<file path="src/hw/rtl/h2df_pkg.sv">
// ----------------------------------------------------------------------------
// h2df_pkg
// Frame type, flag, result kind and fault codes for the HTTP/2 deframer.
// ----------------------------------------------------------------------------
package h2df_pkg;

  localparam int HdrBytes     = 9;
  localparam int SettingBytes = 6;
  localparam int FixedWord    = 4;

  localparam logic [7:0] T_DATA     = 8'd0;
  localparam logic [7:0] T_HEADERS  = 8'd1;
  localparam logic [7:0] T_RST      = 8'd3;
  localparam logic [7:0] T_SETTINGS = 8'd4;
  localparam logic [7:0] T_PUSH     = 8'd5;
  localparam logic [7:0] T_GOAWAY   = 8'd7;
  localparam logic [7:0] T_WINDOW   = 8'd8;
  localparam logic [7:0] T_CONT     = 8'd9;

  localparam int F_ES   = 0;
  localparam int F_EH   = 2;
  localparam int F_PAD  = 3;
  localparam int F_PRIO = 5;

  typedef enum logic [1:0] {
    K_CONTENT = 2'd0,
    K_SETTING = 2'd1,
    K_DONE    = 2'd2,
    K_ERROR   = 2'd3
  } kind_t;

  typedef enum logic [1:0] {
    E_NONE    = 2'd0,
    E_PROTO   = 2'd1,
    E_SIZE    = 2'd2,
    E_UNKNOWN = 2'd3
  } fault_t;

  typedef struct packed {
    kind_t       kind;
    logic [7:0]  frame_kind;
    logic [31:0] stream_number;
    logic [7:0]  data_byte;
    logic        end_stream_flag;
    logic        ack_flag;
    logic        priority_present;
    logic [31:0] value_a;
    logic [31:0] value_b;
    fault_t      fault;
  } result_t;

endpackage

</file>
<file path="src/hw/rtl/http2_frame_deframer_unit.sv">
// ----------------------------------------------------------------------------
// http2_frame_deframer_unit
// Parses an HTTP/2 byte stream into content bytes, settings and frame results.
// ----------------------------------------------------------------------------
// channel | ports                                   | direction
// in      | in_valid, in_ready, in_byte             | byte stream in
// out     | out_valid, out_ready, out_kind .. last  | result words out
//
// One byte per cycle: a byte is parsed in the cycle it is accepted and its
// results (zero, one or two) land in a two-entry result queue.
// A byte is taken whenever the queue has room for two words; results drain
// one per cycle while out_ready is high, so bytes giving two results can slow intake.
// Synchronous active-low reset clears all parser state and the queue.
// A protocol or size error halts the parser until reset (bytes still drain).
// ----------------------------------------------------------------------------
module http2_frame_deframer_unit
  import h2df_pkg::*;
(
  input  logic        clk,
  input  logic        rst_n,
  input  logic        in_valid,
  output logic        in_ready,
  input  logic [7:0]  in_byte,
  output logic        out_valid,
  input  logic        out_ready,
  output logic [1:0]  out_kind,
  output logic [7:0]  out_frame_kind,
  output logic [31:0] out_stream_number,
  output logic [7:0]  out_data_byte,
  output logic        out_end_stream_flag,
  output logic        out_ack_flag,
  output logic        out_priority_present,
  output logic [31:0] out_value_a,
  output logic [31:0] out_value_b,
  output logic [1:0]  out_fault,
  output logic        out_last
);

  // parser state
  logic [3:0]  hidx_r, hidx_nxt;
  logic [23:0] flen_r, flen_nxt;
  logic [7:0]  fcode_r, fcode_nxt;
  logic [7:0]  fflag_r, fflag_nxt;
  logic [31:0] fsid_r, fsid_nxt;
  logic [23:0] left_r, left_nxt;
  logic [7:0]  pad_r, pad_nxt;
  logic [63:0] acc_r, acc_nxt;
  logic [3:0]  fpos_r, fpos_nxt;
  logic        bpend_r, bpend_nxt;
  logic [7:0]  pcode_r, pcode_nxt;
  logic [31:0] psid_r, psid_nxt;
  logic [63:0] pval_r, pval_nxt;
  logic [1:0]  pflg_r, pflg_nxt;
  logic        halt_r, halt_nxt;

  // two-entry result queue
  result_t     q_r [2];
  logic        qlast_r [2];
  logic [1:0]  qcnt_r;
  logic        qhead_r;

  logic        acc_in, pop;
  result_t     r0, r1;
  logic        v0, v1;

  assign in_ready = (qcnt_r == 2'd0) || (qcnt_r == 2'd1 && out_ready);
  assign acc_in   = in_valid && in_ready;
  assign out_valid = (qcnt_r != 2'd0);
  assign pop      = out_valid && out_ready;

  function automatic result_t mk(kind_t k, logic [7:0] fk, logic [31:0] sid,
                                 logic [7:0] db, logic es, logic ack, logic pp,
                                 logic [31:0] va, logic [31:0] vb, fault_t f);
    result_t r;
    r.kind = k; r.frame_kind = fk; r.stream_number = sid; r.data_byte = db;
    r.end_stream_flag = es; r.ack_flag = ack; r.priority_present = pp;
    r.value_a = va; r.value_b = vb; r.fault = f;
    return r;
  endfunction

  // multiple of 6: even, and the base-256 digit sum divisible by 3
  function automatic logic len_mult6(logic [23:0] v);
    logic [9:0] s1;
    logic [3:0] s2;
    logic       m3;
    s1 = {2'd0, v[23:16]} + {2'd0, v[15:8]} + {2'd0, v[7:0]};
    s2 = {2'd0, s1[9:8]} + {2'd0, s1[7:6]} + {2'd0, s1[5:4]} + {2'd0, s1[3:2]} +
         {2'd0, s1[1:0]};
    case (s2)
      4'd0, 4'd3, 4'd6, 4'd9, 4'd12, 4'd15: m3 = 1'b1;
      default:                              m3 = 1'b0;
    endcase
    return m3 && !v[0];
  endfunction

  // parser combinational step
  always_comb begin
    logic [23:0] len;
    logic [7:0]  t, f;
    logic [30:0] sid;
    logic        haspad, known, fin;
    logic [3:0]  pre;
    fault_t      flt;
    logic [63:0] acc;
    logic [31:0] va, vb, lo;
    logic        es, pp;
    logic [23:0] left1;
    logic [31:0] fs;

    hidx_nxt = hidx_r; flen_nxt = flen_r; fcode_nxt = fcode_r; fflag_nxt = fflag_r;
    fsid_nxt = fsid_r; left_nxt = left_r; pad_nxt = pad_r; acc_nxt = acc_r;
    fpos_nxt = fpos_r; bpend_nxt = bpend_r; pcode_nxt = pcode_r; psid_nxt = psid_r;
    pval_nxt = pval_r; pflg_nxt = pflg_r; halt_nxt = halt_r;
    v0 = 1'b0; v1 = 1'b0;
    r0 = '0; r1 = '0;
    fin = 1'b0;
    flt = E_NONE;
    lo = acc_r[31:0]; va = 32'd0; vb = 32'd0; es = 1'b0; pp = 1'b0;
    len = flen_r; t = fcode_r; f = fflag_r; fs = fsid_r;
    left1 = left_r - 24'd1;

    if (left_r == 24'd0) begin
      // header collection; the last byte is folded in for the checks
      if (hidx_r == 4'd0) len = {16'd0, in_byte};
      else if (hidx_r < 4'd3) len = {flen_r[15:0], in_byte};
      else if (hidx_r == 4'd3) t = in_byte;
      else if (hidx_r == 4'd4) f = in_byte;
      else if (hidx_r == 4'd5) fs = {24'd0, in_byte};
      else fs = {fsid_r[23:0], in_byte};
      flen_nxt = len; fcode_nxt = t; fflag_nxt = f; fsid_nxt = fs;
    end

    haspad = (t == T_DATA || t == T_HEADERS || t == T_PUSH) && f[F_PAD];
    known  = (t == T_DATA || t == T_HEADERS || t == T_RST || t == T_SETTINGS ||
              t == T_PUSH || t == T_GOAWAY || t == T_WINDOW || t == T_CONT);
    case (t)
      T_HEADERS:        pre = {3'd0, haspad} + (f[F_PRIO] ? 4'd5 : 4'd0);
      T_PUSH:           pre = {3'd0, haspad} + 4'(FixedWord);
      T_RST, T_WINDOW:  pre = 4'(FixedWord);
      T_GOAWAY:         pre = 4'(2 * FixedWord);
      default:          pre = {3'd0, haspad};
    endcase
    sid = fs[30:0];
    acc = acc_r;

    if (halt_r) begin
      hidx_nxt = hidx_r; flen_nxt = flen_r; fcode_nxt = fcode_r;
      fflag_nxt = fflag_r; fsid_nxt = fsid_r;
    end else if (left_r == 24'd0) begin
      if (hidx_r == 4'(HdrBytes - 1)) begin
        hidx_nxt = 4'd0;
        if (bpend_r) begin
          if (t != T_CONT || sid != psid_r[30:0]) flt = E_PROTO;
        end else if (t == T_CONT) flt = E_PROTO;
        if (flt == E_NONE) begin
          case (t)
            T_SETTINGS:
              if (sid != 31'd0) flt = E_PROTO;
              else if (f[F_ES] && len != 24'd0) flt = E_SIZE;
              else if (!len_mult6(len)) flt = E_SIZE;
            T_DATA, T_HEADERS, T_PUSH:
              if (sid == 31'd0) flt = E_PROTO;
              else if (len < {20'd0, pre}) flt = E_SIZE;
            T_WINDOW:
              if (len != 24'(FixedWord)) flt = E_SIZE;
            T_RST:
              if (len != 24'(FixedWord)) flt = E_SIZE;
              else if (sid == 31'd0) flt = E_PROTO;
            T_GOAWAY:
              if (sid != 31'd0) flt = E_PROTO;
              else if (len < 24'(2 * FixedWord)) flt = E_SIZE;
            default: ;
          endcase
        end
        if (flt == E_NONE) begin
          left_nxt = len; pad_nxt = 8'd0; fpos_nxt = 4'd0;
          acc = 64'd0; acc_nxt = 64'd0;
          fin = (len == 24'd0);
        end
      end else begin
        hidx_nxt = hidx_r + 4'd1;
      end
    end else begin
      left_nxt = left1;
      if (t == T_SETTINGS) begin
        acc = {acc_r[55:0], in_byte};
        acc_nxt = acc;
        fpos_nxt = fpos_r + 4'd1;
        if (fpos_r == 4'(SettingBytes - 1)) begin
          v0 = 1'b1;
          r0 = mk(K_SETTING, t, fs, 8'd0, 1'b0, 1'b0, 1'b0, acc[31:0],
                  {16'd0, acc[47:32]}, E_NONE);
          fpos_nxt = 4'd0; acc_nxt = 64'd0;
        end
      end else if (known) begin
        if (haspad && fpos_r == 4'd0) begin
          fpos_nxt = 4'd1;
          // pad must fit in what remains after the rest of the prefix
          if ({16'd0, in_byte} > left1 - {20'd0, pre - 4'd1}) flt = E_PROTO;
          else pad_nxt = in_byte;
        end else if (fpos_r < pre) begin
          acc = {acc_r[55:0], in_byte};
          acc_nxt = acc;
          fpos_nxt = fpos_r + 4'd1;
        end else if (left_r > {16'd0, pad_r}) begin
          es = 1'b0;
          if (t == T_DATA || t == T_HEADERS) es = f[F_ES];
          else if (t == T_CONT) es = pflg_r[0];
          v0 = 1'b1;
          r0 = mk(K_CONTENT, t, fs, in_byte, es, 1'b0, 1'b0, 32'd0, 32'd0, E_NONE);
        end
      end
      if (flt == E_NONE) fin = (left1 == 24'd0);
    end

    if (flt != E_NONE) begin
      halt_nxt = 1'b1;
      v0 = 1'b1;
      r0 = mk(K_ERROR, t, fs, 8'd0, 1'b0, 1'b0, 1'b0, 32'd0, 32'd0, flt);
    end else if (fin) begin
      lo = acc[31:0];
      va = 32'd0; vb = 32'd0; es = 1'b0; pp = 1'b0;
      v1 = 1'b1;
      case (t)
        T_DATA:
          r1 = mk(K_DONE, t, fs, 8'd0, f[F_ES], 1'b0, 1'b0, 32'd0, 32'd0, E_NONE);
        T_HEADERS, T_PUSH: begin
          if (t == T_HEADERS) begin
            es = f[F_ES];
            if (f[F_PRIO]) begin
              pp = 1'b1; va = acc[39:8]; vb = {24'd0, acc[7:0]};
            end
          end else begin
            va = {1'b0, lo[30:0]};
          end
          if (f[F_EH]) begin
            r1 = mk(K_DONE, t, fs, 8'd0, es, 1'b0, pp, va, vb, E_NONE);
          end else begin
            v1 = 1'b0;
            bpend_nxt = 1'b1; pcode_nxt = t; psid_nxt = fs;
            pval_nxt = {va, vb}; pflg_nxt = {pp, es};
          end
        end
        T_CONT:
          if (f[F_EH]) begin
            bpend_nxt = 1'b0;
            r1 = mk(K_DONE, pcode_r, psid_r, 8'd0, pflg_r[0], 1'b0, pflg_r[1],
                    pval_r[63:32], pval_r[31:0], E_NONE);
          end else begin
            v1 = 1'b0;
          end
        T_RST:
          r1 = mk(K_DONE, t, fs, 8'd0, 1'b0, 1'b0, 1'b0, lo, 32'd0, E_NONE);
        T_WINDOW:
          r1 = mk(K_DONE, t, fs, 8'd0, 1'b0, 1'b0, 1'b0, {1'b0, lo[30:0]}, 32'd0,
                  E_NONE);
        T_GOAWAY:
          r1 = mk(K_DONE, t, fs, 8'd0, 1'b0, 1'b0, 1'b0, {1'b0, acc[62:32]}, lo,
                  E_NONE);
        T_SETTINGS:
          r1 = mk(K_DONE, t, fs, 8'd0, 1'b0, f[F_ES], 1'b0, 32'd0, 32'd0, E_NONE);
        default:
          r1 = mk(K_ERROR, t, fs, 8'd0, 1'b0, 1'b0, 1'b0, 32'd0, 32'd0, E_UNKNOWN);
      endcase
    end
  end

  // parser registers
  always_ff @(posedge clk) begin
    if (!rst_n) begin
      hidx_r <= '0; flen_r <= '0; fcode_r <= '0; fflag_r <= '0; fsid_r <= '0;
      left_r <= '0; pad_r <= '0; acc_r <= '0; fpos_r <= '0; bpend_r <= 1'b0;
      pcode_r <= '0; psid_r <= '0; pval_r <= '0; pflg_r <= '0; halt_r <= 1'b0;
    end else if (acc_in) begin
      hidx_r <= hidx_nxt; flen_r <= flen_nxt; fcode_r <= fcode_nxt;
      fflag_r <= fflag_nxt; fsid_r <= fsid_nxt; left_r <= left_nxt;
      pad_r <= pad_nxt; acc_r <= acc_nxt; fpos_r <= fpos_nxt;
      bpend_r <= bpend_nxt; pcode_r <= pcode_nxt; psid_r <= psid_nxt;
      pval_r <= pval_nxt; pflg_r <= pflg_nxt; halt_r <= halt_nxt;
    end
  end

  // result queue: push up to two words, pop one
  logic [1:0] npush;
  logic       wslot;
  assign npush = acc_in ? ({1'b0, v0} + {1'b0, v1}) : 2'd0;
  // tail slot does not move on a pop
  assign wslot = qhead_r ^ qcnt_r[0];

  always_ff @(posedge clk) begin
    if (!rst_n) begin
      qcnt_r  <= '0;
      qhead_r <= 1'b0;
    end else begin
      qcnt_r  <= qcnt_r + npush - {1'b0, pop};
      if (pop) qhead_r <= ~qhead_r;
    end
  end

  always_ff @(posedge clk) begin
    if (acc_in) begin
      if (v0) begin
        q_r[wslot]     <= r0;
        qlast_r[wslot] <= ~v1;
      end
      if (v1) begin
        q_r[wslot ^ v0]     <= r1;
        qlast_r[wslot ^ v0] <= 1'b1;
      end
    end
  end

  result_t hd;
  assign hd = q_r[qhead_r];
  assign out_kind             = hd.kind;
  assign out_frame_kind       = hd.frame_kind;
  assign out_stream_number    = hd.stream_number;
  assign out_data_byte        = hd.data_byte;
  assign out_end_stream_flag  = hd.end_stream_flag;
  assign out_ack_flag         = hd.ack_flag;
  assign out_priority_present = hd.priority_present;
  assign out_value_a          = hd.value_a;
  assign out_value_b          = hd.value_b;
  assign out_fault            = hd.fault;
  assign out_last             = qlast_r[qhead_r];

  a_qcnt: assert property (@(posedge clk) disable iff (!rst_n) qcnt_r != 2'd3)
    else $error("result queue overflow");
  a_halt: assert property (@(posedge clk) disable iff (!rst_n) halt_r |=> halt_r)
    else $error("halt cleared without reset");
  a_halt_quiet: assert property (@(posedge clk) disable iff (!rst_n)
    (halt_r && acc_in) |=> qcnt_r <= $past(qcnt_r))
    else $error("results after halt");
  a_hidx: assert property (@(posedge clk) disable iff (!rst_n)
    hidx_r < 4'(HdrBytes))
    else $error("header index out of range");

endmodule

</file>
<file path="config.mk">
export PLATFORM = sky130hd
export DESIGN_NAME = http2_frame_deframer_unit
export DESIGN_NICKNAME = d
export VERILOG_FILES = /design/src/hw/rtl/h2df_pkg.sv /design/src/hw/rtl/http2_frame_deframer_unit.sv
export SDC_FILE = /design/constraint.sdc
export NUM_CORES = 2
export LEC_CHECK = 0
export BUFFER_PORTS_ARGS = -buffer_cell sky130_fd_sc_hd__buf_4
export CAP_MARGIN = 20
export CORE_AREA = 2 2 225 227
export DETAILED_ROUTE_END_ITERATION = 7
export DIE_AREA = 0 0 227 229
export PLACE_DENSITY = 0.83
export SKIP_LAST_GASP = 1
export SLEW_MARGIN = 20
export SYNTH_ARGS = -nofsm -noshare
export SYNTH_HDL_FRONTEND = slang
export SYNTH_SLANG_ARGS = --single-unit
export TNS_END_PERCENT = 100
</file>
<file path="constraint.sdc">
create_clock -name clk -period 30.5 [get_ports clk]
set_input_delay 1.525 -clock clk [delete_from_list [all_inputs] [get_ports clk]]
set_output_delay 1.525 -clock clk [all_outputs]
set_load 0.02 [all_outputs]
</file>
Yosys cells after proc, flatten, opt, wreduce, memory -nomap -nowiden
Memories as Yosys holds them, arrays and structs flattened. A register that Yosys moved wholly into a read port is not among the register bits.
Index checks and enable logic that the tools add are counted.
W data, S select, Z words.
{"block": "totals", "reg_bits": 285, "latch_bits": 0, "ramBits": 240, "romBits": 0, "input_bits": 12, "out_inout_bits": 122, "mem_count": 2}
{"block": "op_classes", "n_addsub": 16, "mul": 0, "div": 0, "order_cmp": 6, "n_eq_ne": 27, "shift": 0, "muxes": 143, "n_bitwise": 10, "n_reduce_logical": 53}
{"memory": "q_r", "depth": 2, "width": 119, "read_ports": 1, "rd_clocked_by_memory_dff": 1, "wr": 2, "line_no": "http2_frame_deframer_unit.sv:57", "rtl": "result_t q_r [2];"}
{"memory": "qlast_r", "depth": 2, "width": 1, "read_ports": 1, "rd_clocked_by_memory_dff": 1, "wr": 2, "line_no": "http2_frame_deframer_unit.sv:58", "rtl": "logic qlast_r [2];"}
{"op": "$mux W119", "n": 8}
{"op": "$pmux W119 S7", "n": 1}
{"op": "$mux W64", "n": 8}
{"op": "$mux W117", "n": 4}
{"op": "$mux W32", "n": 8}
{"op": "$mux W63", "n": 3}
{"op": "$mux W24", "n": 6}
{"op": "$mux W118", "n": 1}
{"op": "$mux W8", "n": 13}
{"op": "$logic_not A24 Y1", "n": 3}
{"op": "$mux W1", "n": 49}
{"op": "$mux W2", "n": 24}
{"op": "$mux W4", "n": 9}
{"op": "$logic_not A31 Y1", "n": 1}
{"op": "$ne A31 B31 Y1", "n": 1}
{"op": "$reduce_bool A31 Y1", "n": 1}
{"op": "$mux W6", "n": 5}
{"op": "$eq A8 B3 Y1 const B", "n": 3}
{"op": "$gt A24 B8 Y1", "n": 1}
{"op": "$gt A8 B24 Y1", "n": 1}
{"op": "$lt A24 B4 Y1", "n": 1}
{"op": "$lt A24 B4 Y1 const B", "n": 1}
{"op": "$ne A24 B3 Y1 const B", "n": 1}
{"op": "$reduce_bool A24 Y1", "n": 1}
{"op": "other kinds (51)", "n": 101}

Logic depth before layout (Yosys ltp)
{"block": "logic_depth", "depth_word": 40, "mapped_depth": 46, "mapped_depth_nobuf": 41}

Worst setup path after synthesis
No wires, ideal clock.
{"block": "synth_path", "path_kind": "register to register", "startpoint": "reg left_r[8]", "endpoint": "mem q_r[1][0] (netlist name) (enable)", "setup_time_ps": 997, "arrival_time_ps": 9934, "setup_slack_ps": 19570, "stages_incl_launch_ff": 38, "path_buffers": 5, "path_cell_list": "dfxtp_1 -> clkbuf_1 -> nor4_1 -> nand4_2 -> nor2_1 -> clkbuf_1 -> buf_1 -> nand2_1 -> clkbuf_1 -> nor4_1 -> o21ai_0 -> o211ai_1 -> ha_1 -> a21o_1 -> ha_1 -> inv_1 -> fa_1 -> inv_1 -> [... 2 more ...] -> a21o_1 -> nand2_1 -> a21oi_1 -> o21ai_0 -> fa_1 -> fa_1 -> fa_1 -> nor4b_1 -> a221oi_1 -> a21o_1 -> o31ai_1 -> a21boi_1 -> o41ai_2 -> a21o_1 -> nand2_1 -> nand2_1 -> clkbuf_1 -> nand2_1"}
{"element": "start, declared", "line_no": "http2_frame_deframer_unit.sv:45", "rtl": "logic [23:0] left_r, left_nxt;"}
{"element": "start signal, assigned", "line_no": "http2_frame_deframer_unit.sv:276", "rtl": "fflag_r <= fflag_nxt; fsid_r <= fsid_nxt; left_r <= left_nxt;"}
{"element": "end, declared", "line_no": "http2_frame_deframer_unit.sv:57"}

==> metrics.csv <==
stage,metric,value,unit
clocking,total setup buffers inserted after CTS,0,
setup_path,WP data required,30.73,ns
die,Die Ht,229,µm
die,Core ar.,49700,µm²
synthesis,Yosys cell types,96,
clocking,clk_lat worst skew,0.65,ns
timing,Final Max Slew Viols,0,
setup_path,Setup CP Type,flip-flop to flip-flop,
setup_path,Slowest cell on crit path,buf_4,
min_path,worst hold-check path type,flip-flop to flip-flop,
timing,FMAX,84.7,MHz
synthesis,Cells after Synth,3171,
clocking,CTS tree,yes,
min_path,hold endpoint,pad_r[2],
setup_path,CP Capture Type,flip-flop,
global_route,number of global-route vias before repair,25100,
pwr,Sw Share,0.425,
die,Core Rows,82,
pwr,VDD IR-drop max,64.3,µV
route,via count,26900,
synthesis,Ys Warns,0,
timing,setup violators final,0,
clocking,CTS Buffer Depth,3,
synthesis,register bit count reported by yosys,499,
timing,Tcrit/Tclk final,0.387,
pwr,Logic pwr share,0.461,
finish,most frequent cells in the layout,"dfxtp_1, nor2_1, nand2_1",
finish,"most common cell after layout, fill and taps aside",dfxtp_1,
clocking,Clock transition at path regs,0.06,ns
synthesis,"FFs w/ async S/R, synth",0,
finish,Layout Nets,3202,
finish,Layout Cells excl Fill,3841,
pwr,clock share of power,0.220,
timing,skew final,0.0366,ns
placement,port bufs,133,
min_path,Worst Hold Depth,2,
route,remaining antenna violation count,0,
synthesis,sequential fraction of the synthesis area,0.415,
pwr,sequential fraction of design power,0.319,
finish,Synth-to-Final Area Change,9.75,%
synthesis,Synth Cell Area,29400,µm²
timing,post-layout minimum cycle time,11.81,ns
route,routed vias/inst,7.00,
outcome,status,finished with violations,
die,die area,52000,µm²
outcome,failing checks,DRC,
synthesis,ys flop type,dfxtp_1,
die,chip width,227,µm
synthesis,syn_area_per_cell,9.28,µm²
clocking,# H-tree levels,2,
setup_path,max incr delay on CP,0.92,ns
synthesis,post-synth net total,3247,
clocking,"Hold-fix buffers, CTS",0,
timing,RSZ-0062 raised after global routing,false,
setup_path,Worst Reg-to-Reg Cells,28,
global_route,GRT Total Usage,0.376,
setup_path,Worst R2R End,q_r[0][56],
route,routed wire length per instance,26.1,µm
finish,share of cells above drive strength 1,0.155,
setup_path,RR Startpoint,left_r[2],
timing,setup TNS,0,ns
pwr,total chip power,2.90,mW
clocking,clock sinks,499,
setup_path,Worst Path Max Fanout,72,
die,io pins,134,
pwr,switching power,1.23,mW
pwr,P_int,1.67,mW
timing,final hold vios,0,
setup_path,reg2reg setup slack,18.69,ns
route,post-detailed-route DRC marker count,3,
setup_path,crit-path most repeated cell,fa_1,
min_path,hold_sp,pad_r[2],
placement,Placer Congestion,0.997,
synthesis,Post-synth EDFFs,222,
clocking,root cell of the clock tree,clkbuf_16,
timing,Rel. slew slack,0.264,
setup_path,startpoint types,flip-flop,
placement,HPWL Detailed,68000,µm
finish,final core utilization,0.650,
clocking,TritonCTS Buffers,51,
pwr,PwrDens,89.8,nW/µm²
placement,total instance count after detailed placement,3745,
pwr,Leakage,11.7,nW
global_route,first-pass GRT wire length,151000,µm
route,DR pass1 iterations,8,
route,WL final,100000,µm
global_route,initial antenna violation count,3,
setup_path,crit path DAT,12.04,ns
global_route,largest net degree at the start of global routing,98,
global_route,Overflow after GRT,0,
die,initial core utilization,0.592,
route,initial drt markers,4526,
run,max-cap violations,0,
timing,worst slew pin tran,1.10,ns
clocking,post_cts resized,0,
timing,Fin Hold WS,0.464,ns
==> worst max-delay path by stage <==
stage,startpoint,endpoint,cells past startpoint
2_1_floorplan,left_r[8],q_r[1][0],37
3_3_place_gp,in_byte[7],q_r[0][60],28
3_5_place_dp,in_byte[7],q_r[0][58],28
4_1_cts,left_r[2],q_r[0][56],28
5_1_grt,left_r[2],q_r[0][56],28
6_report,left_r[2],q_r[0][56],28
==> critical path, delay by kind of cell (launching register included) <==
kind	cells	cell delay, ns
DFF	1	0.43
adders and majority gates	5	2.59
buffers and inverters	4	1.55
AOI/OAI and AO/OA	11	2.64
muxes	1	0.74
and+or+nand+nor	7	3.35
==> Yosys cell counts, drive strengths merged, types with 18 or more instances <==
cell type    n  area (µm²)
nor2       280        1050
dfxtp      277        5550
nand2      273        1020
edfxtp     222        6670
clkbuf     220         826
a21oi      178         895
o21ai      161         810
mux2       132        1490
a22oi      101         758
inv         93         349
mux2i       78         781
nor2b       78         488
o2bb2ai     69         729
nand3       68         340
a211oi      61         463
buf         60         324
a22o        56         490
nor3        53         280
ha          50         626
nor4        50         407
o211a       50         500
o22ai       35         219
nand2b      33         209
xnor2       30         263
xor2        29         254
and3        28         175
a21boi      26         195
nand4       25         163
a31oi       23         144
or4         23         176
or2         22         138
a21o        18         135
==> final cells by class <==
class	instances	area, µm²
fill	3961	17400
sequential	499	12200
clock inverter	25	284
tap	672	841
multi-input combinational	2298	15800
timing repair buffer	182	1370
clock buffer	70	1400
antenna	1	2.50
inverter	94	353
==> registers in the layout, summed over array words and instances (netlist names), 4 cells and up, named ones only <==
register  count
fsid_r       32
fpos_r        4
fcode_r       8
pcode_r       8
pval_r       40
flen_r       24
acc_r        63
pad_r         8
psid_r       32
q_r         238
hidx_r        4
fflag_r       4
left_r       24
==> cell families (layout without fill, tap and decap cells) <==
| group | Yosys count | count (layout) | share of synthesized area |
|---|---|---|---|
| XOR/XNOR | 59 | 59 | 0.0176 |
| AND/OR/NAND/NOR | 1002 | 1002 | 0.170 |
| AO/OA/AOI/OAI | 963 | 963 | 0.238 |
| adder cells (fa/ha/maj) | 64 | 64 | 0.0308 |
| buffers and inverters | 374 | 371 | 0.0511 |
| multiplexers | 210 | 210 | 0.0771 |
| flip-flops | 499 | 499 | 0.415 |
| other | 0 | 1 | 0 |
==> power by group through the flow <==
stage	logic [mW]	registers, mW	clock network [mW]
final	1.34	0.926	0.637
after CTS	1.31	0.922	0.635
after global placement	1.28	0.927	0
after floorplan	0.916	0.889	0
after detailed placement	1.30	0.935	0
after global routing	1.42	0.939	0.662
==> per-layer routing <==
layer	vias to the layer above	share of wire	global-route usage
li1	11700	-	-
met1	12900	0.40	0.535
met2	1970	0.43	0.549
met3	309	0.14	0.105
met4	4	0.035	0.124
met5	-	0.00023	0
==> stage by stage <==
stage / setup WS (ns) / area [µm²]
global route: 18.06 / 32300
floorplan: 19.57 / 29400
global placement: 19.16 / 30600
detailed placement: 18.77 / 30600
finish: 18.69 / 32300
CTS: 18.91 / 32300
Note: power is estimated with default switching activity, not from simulation.
